`src/rtl/c_escape_unescaper_defines.svh`:
```
// ---------------------------------------------------------------------------
// C escape unescaper assertion macros
// Shared assertion shorthands for the escape decoder RTL.
// ---------------------------------------------------------------------------
`ifndef C_ESCAPE_UNESCAPER_DEFINES_SVH
`define C_ESCAPE_UNESCAPER_DEFINES_SVH

// Implication checked on every rising edge of clk, idle while reset is held.
`define CESC_ASSERT_IMP(lbl, ante, cons, msg) \
	lbl: assert property (@(posedge clk) disable iff (!arst_n) (ante) |-> (cons)) \
		else $error(msg);

// Same, with the consequent checked in the cycle after the antecedent.
`define CESC_ASSERT_NEXT(lbl, ante, cons, msg) \
	lbl: assert property (@(posedge clk) disable iff (!arst_n) (ante) |=> (cons)) \
		else $error(msg);

`endif

```
`src/rtl/cesc_pkg.sv`:
```
// ---------------------------------------------------------------------------
// C escape decoder package
// Types, character codes and helper functions for the escape decoder.
// ---------------------------------------------------------------------------
package cesc_pkg;

	localparam int unsigned MAX_LENGTH_DEF = 4096;
	localparam int unsigned BYTE_W = 8;
	localparam int unsigned LEN_W = 13;

	// Decoder modes.
	typedef enum logic [1:0] {
		MODE_TEXT = 2'd0,
		MODE_ESC  = 2'd1,
		MODE_HEX1 = 2'd2,
		MODE_HEX2 = 2'd3
	} mode_t;

	// Character codes.
	localparam logic [7:0] CH_NUL    = 8'h00;
	localparam logic [7:0] CH_BSLASH = 8'h5C;
	localparam logic [7:0] CH_ZERO   = 8'h30;
	localparam logic [7:0] CH_NINE   = 8'h39;
	localparam logic [7:0] CH_LA     = 8'h61;
	localparam logic [7:0] CH_LF     = 8'h66;
	localparam logic [7:0] CH_LZ     = 8'h7A;
	localparam logic [7:0] CH_UA     = 8'h41;
	localparam logic [7:0] CH_UF     = 8'h46;
	localparam logic [7:0] CH_UZ     = 8'h5A;
	localparam logic [7:0] CH_A      = 8'h61;
	localparam logic [7:0] CH_B      = 8'h62;
	localparam logic [7:0] CH_F      = 8'h66;
	localparam logic [7:0] CH_N      = 8'h6E;
	localparam logic [7:0] CH_R      = 8'h72;
	localparam logic [7:0] CH_T      = 8'h74;
	localparam logic [7:0] CH_V      = 8'h76;
	localparam logic [7:0] CH_X      = 8'h78;

	// Control bytes produced by the single-letter escapes.
	localparam logic [7:0] CTL_BEL = 8'd7;
	localparam logic [7:0] CTL_BS  = 8'd8;
	localparam logic [7:0] CTL_HT  = 8'd9;
	localparam logic [7:0] CTL_LF  = 8'd10;
	localparam logic [7:0] CTL_VT  = 8'd11;
	localparam logic [7:0] CTL_FF  = 8'd12;
	localparam logic [7:0] CTL_CR  = 8'd13;

	// Decoder state carried between bytes.
	typedef struct packed {
		mode_t      mode;
		logic [3:0] nibble;
		logic       err;
	} dec_state_t;

	// Per-byte decode outcome.
	typedef struct packed {
		logic       emit;
		logic [7:0] value;
		logic       ending;
		logic       err;
	} dec_result_t;

	localparam dec_state_t STATE_RESET = '{mode: MODE_TEXT, nibble: 4'd0, err: 1'b0};

	// Bit 4 set means the character is not a hex digit.
	function automatic logic [4:0] hex_digit(input logic [7:0] c);
		logic [4:0] r;
		r = 5'h10;
		if (c >= CH_ZERO && c <= CH_NINE) begin
			r = {1'b0, 4'(c - CH_ZERO)};
		end else if (c >= CH_LA && c <= CH_LF) begin
			r = {1'b0, 4'(c - CH_LA + 8'd10)};
		end else if (c >= CH_UA && c <= CH_UF) begin
			r = {1'b0, 4'(c - CH_UA + 8'd10)};
		end
		return r;
	endfunction

	function automatic logic is_alnum(input logic [7:0] c);
		return (c >= CH_ZERO && c <= CH_NINE) || (c >= CH_LA && c <= CH_LZ) ||
			(c >= CH_UA && c <= CH_UZ);
	endfunction

endpackage

```
`src/rtl/cesc_decode.sv`:
```
// ---------------------------------------------------------------------------
// C escape decoder core
// Combinational next-state and output logic for one source byte.
// ---------------------------------------------------------------------------
module cesc_decode (
	input  logic [7:0]           in_byte,
	input  logic                 last,
	input  cesc_pkg::dec_state_t cur,
	output cesc_pkg::dec_state_t nxt,
	output cesc_pkg::dec_result_t res
);
	import cesc_pkg::*;

	logic [4:0] hex;
	logic       zero;
	logic       emit;
	logic [7:0] value;

	assign hex  = hex_digit(in_byte);
	assign zero = (in_byte == CH_NUL);

	always_comb begin
		nxt   = cur;
		emit  = 1'b0;
		value = '0;
		if (zero) begin
			// A zero byte is a terminator; inside an escape it is an error.
			if (cur.mode != MODE_TEXT) nxt.err = 1'b1;
		end else if (!cur.err) begin
			case (cur.mode)
				MODE_TEXT: begin
					if (in_byte == CH_BSLASH) begin
						nxt.mode = MODE_ESC;
					end else begin
						emit  = 1'b1;
						value = in_byte;
					end
				end
				MODE_ESC: begin
					nxt.mode = MODE_TEXT;
					emit     = 1'b1;
					case (in_byte)
						CH_ZERO: value = CH_NUL;
						CH_A:    value = CTL_BEL;
						CH_B:    value = CTL_BS;
						CH_F:    value = CTL_FF;
						CH_N:    value = CTL_LF;
						CH_R:    value = CTL_CR;
						CH_T:    value = CTL_HT;
						CH_V:    value = CTL_VT;
						CH_X: begin
							emit     = 1'b0;
							nxt.mode = MODE_HEX1;
						end
						default: begin
							if (is_alnum(in_byte)) begin
								emit    = 1'b0;
								nxt.err = 1'b1;
							end else begin
								value = in_byte;
							end
						end
					endcase
				end
				MODE_HEX1: begin
					if (hex[4]) begin
						nxt.err = 1'b1;
					end else begin
						nxt.nibble = hex[3:0];
						nxt.mode   = MODE_HEX2;
					end
				end
				MODE_HEX2: begin
					if (hex[4]) begin
						nxt.err = 1'b1;
					end else begin
						emit     = 1'b1;
						value    = {cur.nibble, hex[3:0]};
						nxt.mode = MODE_TEXT;
					end
				end
				default: begin
					nxt = cur;
				end
			endcase
		end
		// A string that stops in the middle of an escape is malformed.
		if ((last || zero) && nxt.mode != MODE_TEXT) nxt.err = 1'b1;
	end

	always_comb begin
		res.emit   = emit;
		res.value  = value;
		res.ending = last || zero;
		res.err    = nxt.err;
	end

endmodule

```
`src/rtl/c_escape_unescaper.sv`:
```
// ---------------------------------------------------------------------------
// C escape unescaper
// Streaming decoder for C-style string escapes, one source byte per cycle while results are taken.
// ---------------------------------------------------------------------------
//
//  Channel  | Dir | tdata (low bit up)                    | tuser    | tlast
//  ---------+-----+---------------------------------------+----------+--------------
//  s_axis   | in  | in_byte[7:0]                          | -        | last
//  m_axis   | out | out_byte[7:0], status, out_length[12:0]| has_byte | end_of_string
//
// Each source byte passes through an input register and one pass of decode
// logic into a result register, and a new byte is taken every cycle while
// results are taken. Bytes that yield nothing (a backslash, the first digits
// of a hex escape, anything after an error) free their slot without using
// the result register. When the result register is full and not taken, the
// input register holds, and s_axis_tready drops once it is also occupied.
// Reset clears all decode state; the first string starts in plain text mode.
// ---------------------------------------------------------------------------
`include "c_escape_unescaper_defines.svh"

module c_escape_unescaper #(
	parameter int unsigned MAX_LENGTH = cesc_pkg::MAX_LENGTH_DEF
) (
	input  logic        clk,
	input  logic        arst_n,
	input  logic        s_axis_tvalid,
	output logic        s_axis_tready,
	input  logic [7:0]  s_axis_tdata,  // [7:0] in_byte
	input  logic        s_axis_tlast,  // last
	output logic        m_axis_tvalid,
	input  logic        m_axis_tready,
	output logic [23:0] m_axis_tdata,  // [7:0] out_byte, [8] status,
	                                   // [21:9] out_length, [23:22] zero
	output logic        m_axis_tuser,  // [0] has_byte
	output logic        m_axis_tlast   // end_of_string
);
	import cesc_pkg::*;

	// The count must reach MAX_LENGTH itself before it saturates.
	localparam int unsigned CNT_W = $clog2(MAX_LENGTH + 1);

	// Input register stage.
	logic        valid_s1;
	logic [7:0]  byte_s1;
	logic        last_s1;

	// Decode state, held across the bytes of one string.
	dec_state_t        st_q;
	logic [CNT_W-1:0]  cnt_q;

	// Result register stage.
	logic              valid_s2;
	logic              has_byte_s2;
	logic [7:0]        out_byte_s2;
	logic              eos_s2;
	logic              status_s2;
	logic [LEN_W-1:0]  len_s2;

	dec_state_t        st_nxt;
	dec_result_t       res;
	logic [CNT_W-1:0]  cnt_nxt;
	logic [LEN_W-1:0]  len_nxt;
	logic              s2_free;
	logic              advance;
	logic              produce;
	logic              s_xfer;

	cesc_decode u_decode (
		.in_byte (byte_s1),
		.last    (last_s1),
		.cur     (st_q),
		.nxt     (st_nxt),
		.res     (res)
	);

	// The result register can take a new result when empty or being drained.
	// Stage 1 only moves on when that is so, which keeps results in order.
	assign s2_free       = !valid_s2 || m_axis_tready;
	assign advance       = valid_s1 && s2_free;
	assign produce       = res.emit || res.ending;
	assign s_axis_tready = !valid_s1 || s2_free;
	assign s_xfer        = s_axis_tvalid && s_axis_tready;

	// The byte count saturates at MAX_LENGTH; the reported length keeps its low bits.
	always_comb begin
		cnt_nxt = cnt_q;
		if (res.emit && cnt_q < CNT_W'(MAX_LENGTH)) cnt_nxt = cnt_q + 1'b1;
		len_nxt = LEN_W'(cnt_nxt);
	end

	always_ff @(posedge clk or negedge arst_n) begin
		if (!arst_n) begin
			valid_s1 <= 1'b0;
		end else if (s_xfer) begin
			valid_s1 <= 1'b1;
		end else if (advance) begin
			valid_s1 <= 1'b0;
		end
	end

	always_ff @(posedge clk) begin
		if (s_xfer) begin
			byte_s1 <= s_axis_tdata;
			last_s1 <= s_axis_tlast;
		end
	end

	// Decode state advances with each byte; the end of a string resets it.
	always_ff @(posedge clk or negedge arst_n) begin
		if (!arst_n) begin
			st_q  <= STATE_RESET;
			cnt_q <= '0;
		end else if (advance) begin
			if (res.ending) begin
				st_q  <= STATE_RESET;
				cnt_q <= '0;
			end else begin
				st_q  <= st_nxt;
				cnt_q <= cnt_nxt;
			end
		end
	end

	always_ff @(posedge clk or negedge arst_n) begin
		if (!arst_n) begin
			valid_s2 <= 1'b0;
		end else if (advance && produce) begin
			valid_s2 <= 1'b1;
		end else if (m_axis_tready) begin
			valid_s2 <= 1'b0;
		end
	end

	// Status and length are only meaningful on the closing result and read zero
	// otherwise; the output byte reads zero when no byte is carried.
	always_ff @(posedge clk) begin
		if (advance && produce) begin
			has_byte_s2 <= res.emit;
			out_byte_s2 <= res.emit ? res.value : '0;
			eos_s2      <= res.ending;
			status_s2   <= res.ending ? res.err : 1'b0;
			len_s2      <= res.ending ? len_nxt : '0;
		end
	end

	assign m_axis_tvalid = valid_s2;
	assign m_axis_tuser  = has_byte_s2;
	assign m_axis_tlast  = eos_s2;
	assign m_axis_tdata  = {2'b00, len_s2, status_s2, out_byte_s2};

	// A result that neither carries a byte nor closes a string must never appear.
	`CESC_ASSERT_IMP(a_result_has_content, valid_s2, has_byte_s2 || eos_s2,
		"result carries neither a byte nor an end of string")
	// Status and length stay zero on results inside a string.
	`CESC_ASSERT_IMP(a_mid_string_zero, valid_s2 && !eos_s2,
		!status_s2 && len_s2 == '0, "status or length set before end of string")
	// The output byte is zero when no byte is carried.
	`CESC_ASSERT_IMP(a_empty_byte_zero, valid_s2 && !has_byte_s2,
		out_byte_s2 == '0, "output byte nonzero without a decoded byte")
	// Closing a string leaves the decoder in its reset state for the next one.
	`CESC_ASSERT_NEXT(a_end_resets_state, advance && res.ending,
		st_q.mode == MODE_TEXT && !st_q.err && cnt_q == '0,
		"decode state not cleared after end of string")

endmodule

```
`config.mk`:
```
export PLATFORM = sky130hd
export DESIGN_NAME = c_escape_unescaper
export DESIGN_NICKNAME = d
export VERILOG_FILES = /design/src/rtl/cesc_pkg.sv /design/src/rtl/cesc_decode.sv /design/src/rtl/c_escape_unescaper.sv
export VERILOG_INCLUDE_DIRS = /design/src /design/src/rtl
export SDC_FILE = /design/constraint.sdc
export NUM_CORES = 1
export LEC_CHECK = 0
export BUFFER_PORTS_ARGS = -buffer_cell sky130_fd_sc_hd__buf_2
export CORE_MARGIN = 2
export CORE_UTILIZATION = 40
export CTS_CLUSTER_SIZE = 8
export DETAILED_ROUTE_END_ITERATION = 6
export PLACE_DENSITY = 0.64
export SYNTH_ARGS = -nofsm -noshare
export SYNTH_HDL_FRONTEND = slang
export SYNTH_SLANG_ARGS = --single-unit
```
`constraint.sdc`:
```
create_clock -name clk -period 5.4 [get_ports clk]
set_clock_uncertainty 0.2 [all_clocks]
set_input_delay 0.27 -clock clk [delete_from_list [all_inputs] [get_ports clk]]
set_output_delay 0.27 -clock clk [all_outputs]
set_load 0.005 [all_outputs]
```
# [Word level (Yosys, flattened, before mapping)]
# Cells that the tools add are included.
[totals] elab_cells=113 input_bits=13 out_inout_bits=28 reg_bits=55
[classes] n_reduce_logical=31 mux=37 magnitude_cmp=9 n_bitwise=1 n_eq_ne=16 add_sub_neg=6
[op_table] op="equality test 8 x 7 -> 1 bit, second input constant" count=9
[op_table] op="one-hot mux 8 bit (8 select lines)" count=1
[op_table] op="<= comparator 8 x 7 -> 1 bit, second input constant" count=4
[op_table] op="2-to-1 mux 13 bit" count=2
[op_table] op="2-to-1 mux 8 bit" count=3
[op_table] op="one-hot mux 8 bit (3 select lines)" count=1
[op_table] op=">= comparator 8 x 7 -> 1 bit, second input constant" count=2
[op_table] op="2-to-1 mux 1 bit" count=15
[op_table] op="2-to-1 mux 5 bit" count=3
[op_table] op="2-to-1 mux 7 bit" count=2
[op_table] op="adder 13 x 1 -> 13 bit, second input constant" count=1
[op_table] op="less-than comparator 13 bit, second input constant" count=1
[op_table] op="2-to-1 mux 6 bit" count=2
[op_table] op="subtractor 4 x 1 -> 4 bit, second input constant" count=3
[op_table] op="logical AND 1 bit" count=10
[op_table] op="nonzero test 2 bit" count=5
[op_table] op="OR reduction 9 bit" count=1
[op_table] op="adder 4 bit, second input constant" count=2
[op_table] op="equality test 8 x 6 -> 1 bit, second input constant" count=1
[op_table] op=">= comparator 8 x 6 -> 1 bit, second input constant" count=1
[op_table] op="<= comparator 8 x 6 -> 1 bit, second input constant" count=1
[op_table] op="logical NOT 8 bit" count=1
[op_table] op="one-hot mux 2 bit (4 select lines)" count=1
[op_table] op="OR reduction 8 bit" count=1
[op_table] op="other kinds (15)" count=27

# [Depth between registers and ports, before layout]
# Gate-level depths: netlist (run 1).
[logic_depth] ltp_word=13 mapped_depth=12 mapped_depth_nobuf=10

# [Hierarchy]
# A second synthesis (run 1) with hierarchy kept.
[hier_totals] hier_cells=351 area_unflattened_um2=3499.6
[modules_own_cells] module="c_escape_unescaper" seq_area_each_um2=1541.5 cells_each=205 area_per_inst_um2=2497.4 n_inst=1
[modules_own_cells] module="cesc_decode" seq_area_each_um2=0.0 cells_each=146 area_per_inst_um2=1002.2 n_inst=1

# [Least setup slack after synthesis (run 1)]
# OpenSTA, ideal clock, no wires.
[synth_timing] path_type="register to register" from="reg byte_s1[1]" to="reg len_s2[0] (enable)" path_slack_ns=0.969 required_time_ns=4.787 setup_ns=0.413 path_buffers=2 arrival_ns=3.818 period_less_slack_ns=4.431 stages_incl_launch_ff=11 path_cell_list="edfxtp_1 > clkbuf_1 > inv_1 > ha_1 > or3b_4 > o311a_1 > a221oi_4 > o311ai_4 > a21o_1 > clkbuf_1 > a21oi_1"
[synth_via] elab_chain_cells=11 word_cells_on_any_way=40 cone_classes="order compare: 8; eq/ne: 10; mux: 10; reduce/logical: 12"
[synth_rtl] element="start: declaration" line_no="c_escape_unescaper.sv:44" text="logic [7:0] byte_s1;"
[synth_rtl] element="start signal: assignment" line_no="c_escape_unescaper.sv:103" text="byte_s1 <= s_axis_tdata;"
[synth_rtl] element=">= comparator 8 x 7 -> 1 bit (tied with other cells)" line_no="cesc_pkg.sv:73, cesc_pkg.sv:81"
[synth_rtl] element="logical AND 1 bit, on equally long branches" line_no="cesc_pkg.sv:73, cesc_pkg.sv:69, cesc_pkg.sv:80"
[synth_rtl] element="2-to-1 mux 5 bit / logical OR 1 bit (equally long branches)" line_no="cesc_pkg.sv:73, cesc_pkg.sv:80"
[synth_rtl] element="2-to-1 mux 5 bit / logical OR 1 bit (equally long branches)" line_no="cesc_pkg.sv:71, cesc_pkg.sv:80"
[synth_rtl] element="2-to-1 mux 5 bit / 2-to-1 mux 1 bit (equally long branches)" line_no="cesc_pkg.sv:69, cesc_decode.sv:56"
[synth_rtl] element="2-to-1 mux 1 bit / one-hot mux 1 bit (2 select lines) (equally long branches)" line_no="cesc_decode.sv:74, cesc_decode.sv:42"
[synth_rtl] element="one-hot mux 1 bit (3 select lines)" line_no="cesc_decode.sv:30" text="case (cur.mode)"
[synth_rtl] element="2-to-1 mux 1 bit" line_no="cesc_decode.sv:29" text="end else if (!cur.err) begin"
[synth_rtl] element="2-to-1 mux 1 bit" line_no="cesc_decode.sv:26" text="if (zero) begin"
[synth_rtl] element="logical OR 1 bit *" line_no="c_escape_unescaper.sv:80" text="assign produce = res.emit || res.ending;"
[synth_rtl] element="logical AND 1 bit *" line_no="c_escape_unescaper.sv:137" text="if (advance && produce) begin"
[synth_rtl] element="end signal: assignment" line_no="c_escape_unescaper.sv:142" text="len_s2 <= res.ending ? len_nxt : '0;"
[synth_rtl] element="end: declaration" line_no="c_escape_unescaper.sv:57" text="logic [LEN_W-1:0] len_s2;"
# Every way passes the cells marked *; elsewhere a longest branch is shown, timed or not.
# A chain may end at the register's enable or synchronous reset.

# [Worst setup path after layout (run 1)]
[layout_timing] from="reg byte_s1[0]" to="reg out_byte_s2[1] (enable)"
[layout_via] elab_chain_cells=11 word_cells_on_any_way=40 cone_classes="order compare: 8; eq/ne: 10; mux: 10; reduce/logical: 12"
[layout_rtl] element=">= comparator 8 x 7 -> 1 bit (tied with other cells)" line_no="cesc_pkg.sv:73, cesc_pkg.sv:81"
[layout_rtl] element="logical AND 1 bit, on equally long branches" line_no="cesc_pkg.sv:73, cesc_pkg.sv:69, cesc_pkg.sv:80"
[layout_rtl] element="2-to-1 mux 5 bit / logical OR 1 bit (equally long branches)" line_no="cesc_pkg.sv:73, cesc_pkg.sv:80"
[layout_rtl] element="2-to-1 mux 5 bit / logical OR 1 bit (equally long branches)" line_no="cesc_pkg.sv:71, cesc_pkg.sv:80"
[layout_rtl] element="2-to-1 mux 5 bit / 2-to-1 mux 1 bit (equally long branches)" line_no="cesc_pkg.sv:69, cesc_decode.sv:56"
[layout_rtl] element="2-to-1 mux 1 bit / one-hot mux 1 bit (2 select lines) (equally long branches)" line_no="cesc_decode.sv:74, cesc_decode.sv:42"
[layout_rtl] element="one-hot mux 1 bit (3 select lines)" line_no="cesc_decode.sv:30"
[layout_rtl] element="2-to-1 mux 1 bit" line_no="cesc_decode.sv:29"
[layout_rtl] element="2-to-1 mux 1 bit" line_no="cesc_decode.sv:26"
[layout_rtl] element="logical OR 1 bit *" line_no="c_escape_unescaper.sv:80"
[layout_rtl] element="logical AND 1 bit *" line_no="c_escape_unescaper.sv:137"
[layout_rtl] element="end signal: assignment" line_no="c_escape_unescaper.sv:139" text="out_byte_s2 <= res.emit ? res.value : '0;"
[layout_rtl] element="end: declaration" line_no="c_escape_unescaper.sv:54" text="logic [7:0] out_byte_s2;"
# Marked as above.

==> results of run 1 <==
-- cells in the mapped netlist (all sizes together), types with 3 or more instances --
library cell and number:
a221oi 3, and3 3, nand2b 7, inv 10, nand3b 4, a211oi 5, ha 5, mux2i 3
dfrtp 22, nor3 10, nand4 5, o41ai 3, o211ai 6, a21oi 22, xnor2 6, edfxtp 33
nand2 31, nor4 4, and2 4, a32oi 4, buf 8, or3 4, a22oi 5, or4 3
a21o 4, nor2b 4, nor2 25, clkbuf 15, o21ai 22, nand3 12, o31ai 3, o311ai 5
-- worst register-to-register path: stages, from the launching register on --
cell,delay [ns]
edfxtp_1,0.51
inv_1,0.19
ha_1,0.27
or3b_4,0.41
o311a_1,0.33
a221oi_4,0.38
o311ai_4,0.20
a21o_1,0.51
a21oi_2,0.25
buf_4,0.34
-- what timing repair did --
item                       CTS  global route
gates resized for setup      0             0
hold buffers                11             0
setup endpoints to repair    0             0
hold endpoints to repair    32             0
-- stage by stage --
| stage | setup slack (ns) | util |
|---|---|---|
| finish | 1.49 | 0.472 |
| global route | 1.25 | 0.472 |
| CTS | 1.50 | 0.472 |
| detailed placement | 1.52 | 0.446 |
| global placement | 1.64 | 0.446 |
| floorplan | 0.969 | - |
-- cell type report --
cell class | count | area (um^2)
tap | 102 | 128
inverter | 11 | 41.3
sequential | 55 | 1540
timing repair buffer | 51 | 315
clock buffer | 5 | 68.8
fill | 751 | 4130
clock inverter | 3 | 25.0
multi-input combinational | 241 | 1560
-- per-layer routing --
layer,up-vias,wire (um),global-route usage
li1,1306,-,-
met1,1282,3350,0.258
met2,132,3460,0.276
met3,8,576,0.0249
met4,0,102,0.0568
met5,-,0,0
-- logic make-up after synthesis --
family | share of synthesized area
buffers and inverters | 0.0466
AND/OR/NAND/NOR | 0.213
flip-flops | 0.475
multiplexers | 0.0162
AO/OA/AOI/OAI | 0.213
adder cells (fa/ha/maj) | 0.0193
other | 0.00115
XOR/XNOR | 0.0162
-- where the power goes --
group / internal [mW] / total [mW] / switching, mW
Clock: 0.0932 / 0.238 / 0.145
Sequential: 0.506 / 0.563 / 0.0578
Combinational: 0.0766 / 0.172 / 0.0958
Total: 0.675 / 0.974 / 0.299
-- flip-flops by register name, indices dropped and copies added, names as in the netlist --
signal / count
cnt_q: 13
valid_s1: 1
len_s2: 13
last_s1: 1
m_axis_tuser: 1
byte_s1: 8
out_byte_s2: 8
m_axis_tvalid: 1
m_axis_tlast: 1
status_s2: 1
st_q: 7
-- worst paths after layout --
kind	startpoint	slack [ns]	to	cells after the start
hold reg to reg	st_q[3]$_DFFE_PN0P_	0.29	st_q[3]$_DFFE_PN0P_	2
max in group asynchronous	arst_n	4.39	st_q[4]$_DFFE_PN0P_	2
min in group asynchronous	arst_n	0.24	cnt_q[12]$_DFFE_PN0P_	2
setup reg to reg	byte_s1[0]$_DFFE_PP_	1.49	out_byte_s2[1]$_SDFFCE_PP0P_	9
hold / removal	m_axis_tready	0.07	m_axis_tvalid$_DFFE_PN0P_	3
setup / recovery	byte_s1[0]$_DFFE_PP_	1.49	out_byte_s2[1]$_SDFFCE_PP0P_	9
==> impl_results.md, run 1 <==
* Status: completed
* Crit end category: flip-flop
* Initial antenna violation count at 0
* Post-DR vias/cell at 5.83
* 1st-pass router iterations at 5
* Slowest CP cell: edfxtp_1
* H-tree depth at 2
* Final Cell Area at 3680 um^2
* Fin nets at 383
* DIE AREA at 8860 um^2
* Worst EP arrival at 3.70 ns
* Vias in the first global route at 2,531
* Placed inst area at 3480 um^2
* Crit-path max cell delay at 0.51 ns
* Total gr overflow at 0
* Antenna cells at 0
* Pin count of the biggest net entering global routing at 25
* Cells after synthesis at 329
* Count of different cell masters after synthesis at 67
* Core area at 7810 um^2
* Initial DRC count at 248
* Post-synth EDFFs at 33
* Ratio of cells with drive above 1 in the final layout at 0.169
* Startpoint Class: flip-flop
* Crit-path max FO at 24
* Setup TNS at 0 ns
* Peak VDD IR at 0.000112 V
* Clk buf depth at 2
* Total number of vias at 2,728
* Max frequency at 255 MHz
* Syn Area/Cell at 9.87 um^2
* Initial cell density of the core at 0.416
* Commonest non-fill, non-tap cell in the layout: buf_2
* Largest cells by area after synthesis: edfxtp_1 (31%), dfrtp_1 (17%), nand2_1 (3.6%)
* Reg clk slew, reported paths at 0.11 ns
* Maxcap violations at 0
* WP buf/inv at 2
* LEAKAGE at 1.42 nW
* DRC viols at 0
* Post-Synthesis Cell Area at 3250 um^2
* Clock root buffer: clkbuf_8
* Worst skew pair latency at 0.32 ns
* Post-CTS Setup Inserts at 0
* IO Count at 41
* Final GP Congestion at 0.950
* Critical Path RT at 5.19 ns
* Cell Count Post-Placement at 449
* Ys async rst share at 0.400
* # port buffers at 38
* Global-route wire length before repair at 12.5 mm
* Ys Warns at 0
* Power per cell area at 265 nW/um^2
* Inserted Clock Buffers at 5
* Aggregate routed wire length at 7.48 mm
* Setup violators final at 0
* PnR Total Power at 974 uW
* RSZ-0062 raised after global routing: no
* Crit Path Class: reg -> reg
* Final hold viol count at 0
* Post-synth top area share at 0.305
* # rows at 32
* Final Cycle Share at 0.725
* CP delay by family, top: compound AO/OA/AOI/OAI gates
* Register bit count reported by yosys at 55
* Seq/Total Area, Yosys at 0.475
* Max Slew Vio Count at 0
* CTS sink count at 55
* Area leader, netlist: edfxtp_1
* Critical-path cell list: inv_1 > ha_1 > or3b_4 > o311a_1 > a221oi_4 > o311ai_4 > a21o_1 > a21oi_2 > buf_4
* Hold WC Path Type: in -> reg
* WHS at 0.0674 ns
* Final std cells w/o fill at 468
* Detailed placer's ending HPWL at 5.23 mm
* TritonCTS clock tree: yes
* Wire length per cell at 16.0 um
* Area growth from synthesis to layout at 13.4%
* Tot GR Track Use at 0.178
* Worst-Margin Slew at 0.816 ns
* Ys flop type: edfxtp_1
* Die Ht at 94.1 um
* Slew headroom at 0.456
* Final ANT Viol Nets at 0
* Most frequent cells in the layout: buf_2 (38), edfxtp_1 (33), nand2_1 (31), nor2_1 (25), dfrtp_1 (22)
* Final Critical Period at 3.91 ns
* Die extent in x at 94.1 um
Power figures use the tool's default switching activity.
==> run 2: changes to the inputs <==
--- a/config.mk
+++ b/config.mk
@@ -11,7 +11,7 @@
 export CORE_UTILIZATION = 40
 export CTS_CLUSTER_SIZE = 8
 export DETAILED_ROUTE_END_ITERATION = 6
-export PLACE_DENSITY = 0.64
+export PLACE_DENSITY = 0.66
 export SYNTH_ARGS = -nofsm -noshare
 export SYNTH_HDL_FRONTEND = slang
 export SYNTH_SLANG_ARGS = --single-unit
==> constraint.sdc (replaced) <==
create_clock -name clk -period 3.2 [get_ports clk]
set_clock_uncertainty 0.2 [all_clocks]
set_input_delay 0.16 -clock clk [delete_from_list [all_inputs] [get_ports clk]]
set_output_delay 0.16 -clock clk [all_outputs]
set_load 0.005 [all_outputs]
==> impl_results.md, run 2 (same netlist as run 1, synthesis figures left out) <==
* FILL cells at 718
* Switching share of total power at 0.284
* Final GP Congestion at 0.892
* Initial DRC count at 201
* Slowest CP cell: or4b_1
* Status: completed
* Crit Path Class: reg -> reg
* Pin count of the biggest net entering global routing at 25
* Initial antenna violation count at 0
* Final std cells w/o fill at 506
* Net Switching at 494 uW
* Worst-Margin Slew at 0.557 ns
* Tot GR Track Use at 0.190
* # rows at 32
* Inserted Clock Buffers at 5
* IO Count at 41
* Post-Place Setup Slack at 0.00809 ns
* Slew headroom at 0.629
* CP delay by family, top: compound AO/OA/AOI/OAI gates
* Crit-path max FO at 3
* Worst EP arrival at 3.14 ns
* DRC viols at 0
* DIE AREA at 8860 um^2
* Setup violators final at 0
* Hold WC Path Type: in -> async
* Final hold viol count at 0
* Initial cell density of the core at 0.416
* Final Critical Period at 3.16 ns
* Reg clk slew, reported paths at 0.10 ns
* Maxcap violations at 0
* TritonCTS clock tree: yes
* Core area at 7810 um^2
* Most frequent cells in the layout: buf_2 (38), buf_4 (34), edfxtp_1 (33), nand2_1 (31), nor2_1 (25)
* Antenna cells at 0
* Final ANT Viol Nets at 0
* Cell Int Power at 1.25 mW
* Commonest non-fill, non-tap cell in the layout: buf_2
* # port buffers at 38
* Global-route wire length before repair at 13.3 mm
* Clock root buffer: clkbuf_8
* Max frequency at 316 MHz
* Wire length per cell at 15.5 um
* Cell Count Post-Placement at 481
* Aggregate routed wire length at 7.85 mm
* Max Slew Vio Count at 0
* PnR Total Power at 1.74 mW
* Fin nets at 421
* Die extent in x at 94.1 um
* Detailed placer's ending HPWL at 5.51 mm
* CTS sink count at 55
* Total number of vias at 2,833
* Startpoint Class: flip-flop
* LEAKAGE at 1.63 nW
* Critical Path RT at 3.17 ns
* 1st-pass router iterations at 4
* H-tree depth at 2
* RSZ-0062 raised after global routing: yes
* Post-DR vias/cell at 5.60
* Combinational power share at 0.197
* Crit end category: flip-flop
* Ratio of cells with drive above 1 in the final layout at 0.267
* Critical-path cell list: inv_2 > ha_4 > or3b_4 > o311a_4 > a221oi_4 > o311ai_4 > buf_6 > a211oi_4 > or4b_1 > o21ai_1
* Die Ht at 94.1 um
* Clk buf depth at 2
* Setup slack after layout at 0.0360 ns
* Final Cycle Share at 0.989
* Area growth from synthesis to layout at 25.6%
* Clock network fraction of design power at 0.264
* Total gr overflow at 0
* Peak VDD IR at 0.000214 V
* Power per cell area at 427 nW/um^2
* Worst skew pair latency at 0.31 ns
* Post-layout util at 0.523
* Biggest regs: cnt_q: 13 flops, len_s2: 13 flops
* Vias in the first global route at 2,728
* Reg power frac at 0.539
* Crit-path max cell delay at 0.45 ns
* WP buf/inv at 2
[run 2: cell count changes in the layout (fill, tap and decap cells not counted), sizes merged]
cell / before / now
buf: 40 / 76
clkinv: 3 / 1
dlygate4sd3: 11 / 13
bufinv: 0 / 1
clkbuf: 5 / 6
[run 2: layer usage]
layer	share of wire	track usage
met1	0.44	0.254
met2	0.48	0.313
met3	0.059	0.0361
met4	0.015	0.0556
met5	0	0
[run 2: path summary, 6_finish.rpt]
| kind | from | end | slack, ns | depth (start not counted) |
|---|---|---|---|---|
| setup / recovery | byte_s1[0]$_DFFE_PP_ | len_s2[5]$_SDFFCE_PP0P_ | 0.04 | 10 |
| hold / removal | arst_n | cnt_q[9]$_DFFE_PN0P_ | 0.16 | 2 |
| setup reg to reg | byte_s1[0]$_DFFE_PP_ | len_s2[5]$_SDFFCE_PP0P_ | 0.04 | 10 |
| hold reg to reg | st_q[1]$_DFFE_PN0P_ | st_q[1]$_DFFE_PN0P_ | 0.29 | 2 |
| max in group asynchronous | arst_n | cnt_q[2]$_DFFE_PN0P_ | 2.26 | 2 |
| min in group clk | st_q[1]$_DFFE_PN0P_ | st_q[1]$_DFFE_PN0P_ | 0.29 | 2 |
[run 2: worst reg2reg max path, delay by kind of cell, from the launching register on]
family          cells  cell delay, ns
simple gates        2            0.84
fa+ha+maj           1            0.12
compound gates      5            1.15
buf+inv             2            0.27
flops               1            0.44
[run 2: power groups by stage]
stage / Clock, mW / Sequential [mW] / Combinational (mW)
2_1_floorplan: 0 / 0.933 / 0.212
3_3_place_gp: 0 / 0.947 / 0.316
3_5_place_dp: 0 / 0.953 / 0.320
4_1_cts: 0.473 / 0.937 / 0.337
5_1_grt: 0.501 / 0.954 / 0.388
6_report: 0.460 / 0.939 / 0.343
[run 2: final cells by class]
| class | count | area, um^2 | area share |
|---|---|---|---|
| clock inverter | 2 | 37.5 | 0.00920 |
| timing repair buffer | 89 | 629 | 0.154 |
| sequential | 55 | 1540 | 0.378 |
| multi-input combinational | 241 | 1630 | 0.399 |
| clock buffer | 6 | 72.6 | 0.0178 |
| inverter | 11 | 43.8 | 0.0107 |
| tap | 102 | 128 | 0.0313 |
[run 2: what timing repair did]
action | CTS | global route
setup buffers | 1 | 3
endpoints found under the hold margin | 33 | 0
hold buffers | 13 | 0
setup endpoints to repair | 3 | 36
gates cloned | 0 | 0
resized for setup | 0 | 11
pin swaps | 0 | 6
[run 2: through the flow]
step	TNS, ns	hold WS, ns	cell area, um^2
floorplan	-6.30	-0.336	3300
global placement	0	-0.0300	3760
detailed placement	0	-0.0141	3760
CTS	0	0.179	4000
global route	-0.103	0.216	4080
finish	0	0.159	4080
==> run 3: changes to the inputs <==
--- a/config.mk
+++ b/config.mk
@@ -12,6 +12,7 @@
 export CTS_CLUSTER_SIZE = 8
 export DETAILED_ROUTE_END_ITERATION = 6
 export PLACE_DENSITY = 0.66
+export REMOVE_ABC_BUFFERS = 1
 export SYNTH_ARGS = -nofsm -noshare
 export SYNTH_HDL_FRONTEND = slang
 export SYNTH_SLANG_ARGS = --single-unit
==> impl_results.md, run 3 (same netlist as run 1, synthesis figures left out) <==
* Status: completed
* Final GP Congestion at 0.906
* Post-DR vias/cell at 5.58
* Crit-path max cell delay at 0.45 ns
* Clk buf depth at 2
* Inserted Clock Buffers at 5
* IO Count at 41
* Tot GR Track Use at 0.183
* Hold WC Path Type: in -> async
* M3 GR Usage at 0.0353
* DIE AREA at 8860 um^2
* LEAKAGE at 1.62 nW
* Aggregate routed wire length at 7.67 mm
* Fin nets at 423
* Worst EP arrival at 3.09 ns
* Cell Count Post-Placement at 485
* Post-Place Setup Slack at -0.0946 ns
* GRT Max-Usage Layer: met2
* # rows at 32
* Die extent in x at 94.1 um
* RSZ-0062 raised after global routing: yes
* Crit Path Class: reg -> reg
* Peak VDD IR at 0.000215 V
* Critical-path cell list: inv_2 > ha_4 > or3b_4 > o311a_4 > a221oi_4 > o311ai_4 > buf_6 > a211oi_4 > or4b_1 > o21ai_1
* TritonCTS clock tree: yes
* Global-route wire length before repair at 12.8 mm
* Die Ht at 94.1 um
* Power per cell area at 412 nW/um^2
* FF-to-FF setup slack at 0.08 ns
* H-tree depth at 2
* Vias in the first global route at 2,607
* Startpoint Class: flip-flop
* Final ANT Viol Nets at 0
* Crit end category: flip-flop
* Ratio of cells with drive above 1 in the final layout at 0.271
* Initial cell density of the core at 0.416
* Pin count of the biggest net entering global routing at 24
* Most frequent cells in the layout: buf_2 (38), buf_4 (38), edfxtp_1 (33), nand2_1 (31), nor2_1 (25)
* GRT met1 Usage at 0.271
* # port buffers at 38
* Final Cycle Share at 0.976
* DRC viols at 0
* Setup violators final at 0
* Worst skew pair latency at 0.31 ns
* Slew headroom at 0.579
* Worst-Margin Slew at 0.631 ns
* Reg clk slew, reported paths at 0.10 ns
* Final Critical Period at 3.12 ns
* Clock root buffer: clkbuf_8
* 1st-pass router iterations at 5
* Total gr overflow at 0
* Max Slew Vio Count at 0
* CP delay by family, top: compound AO/OA/AOI/OAI gates
* WP buf/inv at 2
* WHS at 0.161 ns
* Slowest CP cell: or4b_1
* Setup TNS at 0 ns
* Final hold viol count at 0
* Initial antenna violation count at 0
* Post-layout util at 0.520
* Max frequency at 320 MHz
* Antenna cells at 0
* Maxcap violations at 0
* Area growth from synthesis to layout at 24.9%
* Critical Path RT at 3.17 ns
* Wire length per cell at 15.1 um
* CTS sink count at 55
* Detailed placer's ending HPWL at 5.59 mm
* Setup slack after layout at 0.0777 ns
* M2 GR Usage at 0.276
* Crit-path max FO at 5
* Final std cells w/o fill at 508
* Core area at 7810 um^2
* Initial DRC count at 228
* Biggest regs: cnt_q: 13 flops, len_s2: 13 flops
* Total number of vias at 2,837
-- run 3: layout make-up --
class                           count  area [um^2]
Fill cell                         721         3750
Multi-Input combinational cell    241         1620
Sequential cell                    55         1540
Timing Repair Buffer               91          637
Tap cell                          102          128
Clock buffer                        5         68.8
Inverter                           11         41.3
Clock inverter                      3         25.0
-- run 3: worst register-to-register path, stage by stage, from the launching register on --
cell and delay, ns:
edfxtp_1 0.44, inv_2 0.11, ha_4 0.13, or3b_4 0.39, o311a_4 0.33, a221oi_4 0.36
o311ai_4 0.14, buf_6 0.16, a211oi_4 0.21, or4b_1 0.45, o21ai_1 0.08
-- run 3: stage by stage --
stage / cell area [um^2] / power [mW]
after detailed placement: 3760 / 1.28
final: 4060 / 1.67
after CTS: 4000 / 1.68
after floorplan: 3140 / 1.13
after global placement: 3760 / 1.27
after global routing: 4060 / 1.76
-- run 3: layer usage --
layer | up-vias | share of wire
met5 | - | 0
met4 | 0 | 0.0061
met3 | 2 | 0.056
met2 | 101 | 0.46
met1 | 1346 | 0.48
li1 | 1388 | -
-- run 3: report_power, final --
part           internal (mW)  switching [mW]
registers              0.853          0.0880
logic                  0.160           0.183
clock network          0.157           0.229
-- run 3: path summary, 6_finish.rpt --
path / endpoint / depth (start not counted) / from
worst max-delay path: len_s2[5]$_SDFFCE_PP0P_ / 10 / byte_s1[0]$_DFFE_PP_
worst min-delay path: cnt_q[3]$_DFFE_PN0P_ / 2 / arst_n
worst max register to register: len_s2[5]$_SDFFCE_PP0P_ / 10 / byte_s1[0]$_DFFE_PP_
worst min register to register: st_q[2]$_DFFE_PN0P_ / 2 / st_q[2]$_DFFE_PN0P_
max in group asynchronous: st_q[0]$_DFFE_PN0P_ / 2 / arst_n
min in group clk: st_q[2]$_DFFE_PN0P_ / 2 / st_q[2]$_DFFE_PN0P_
-- run 3: what timing repair did --
item,CTS,global route
hold buffers,13,0
resized for setup,3,12
setup endpoints to repair,30,34
endpoints found under the hold margin,33,0
pin swaps,1,7
setup buffers,0,2
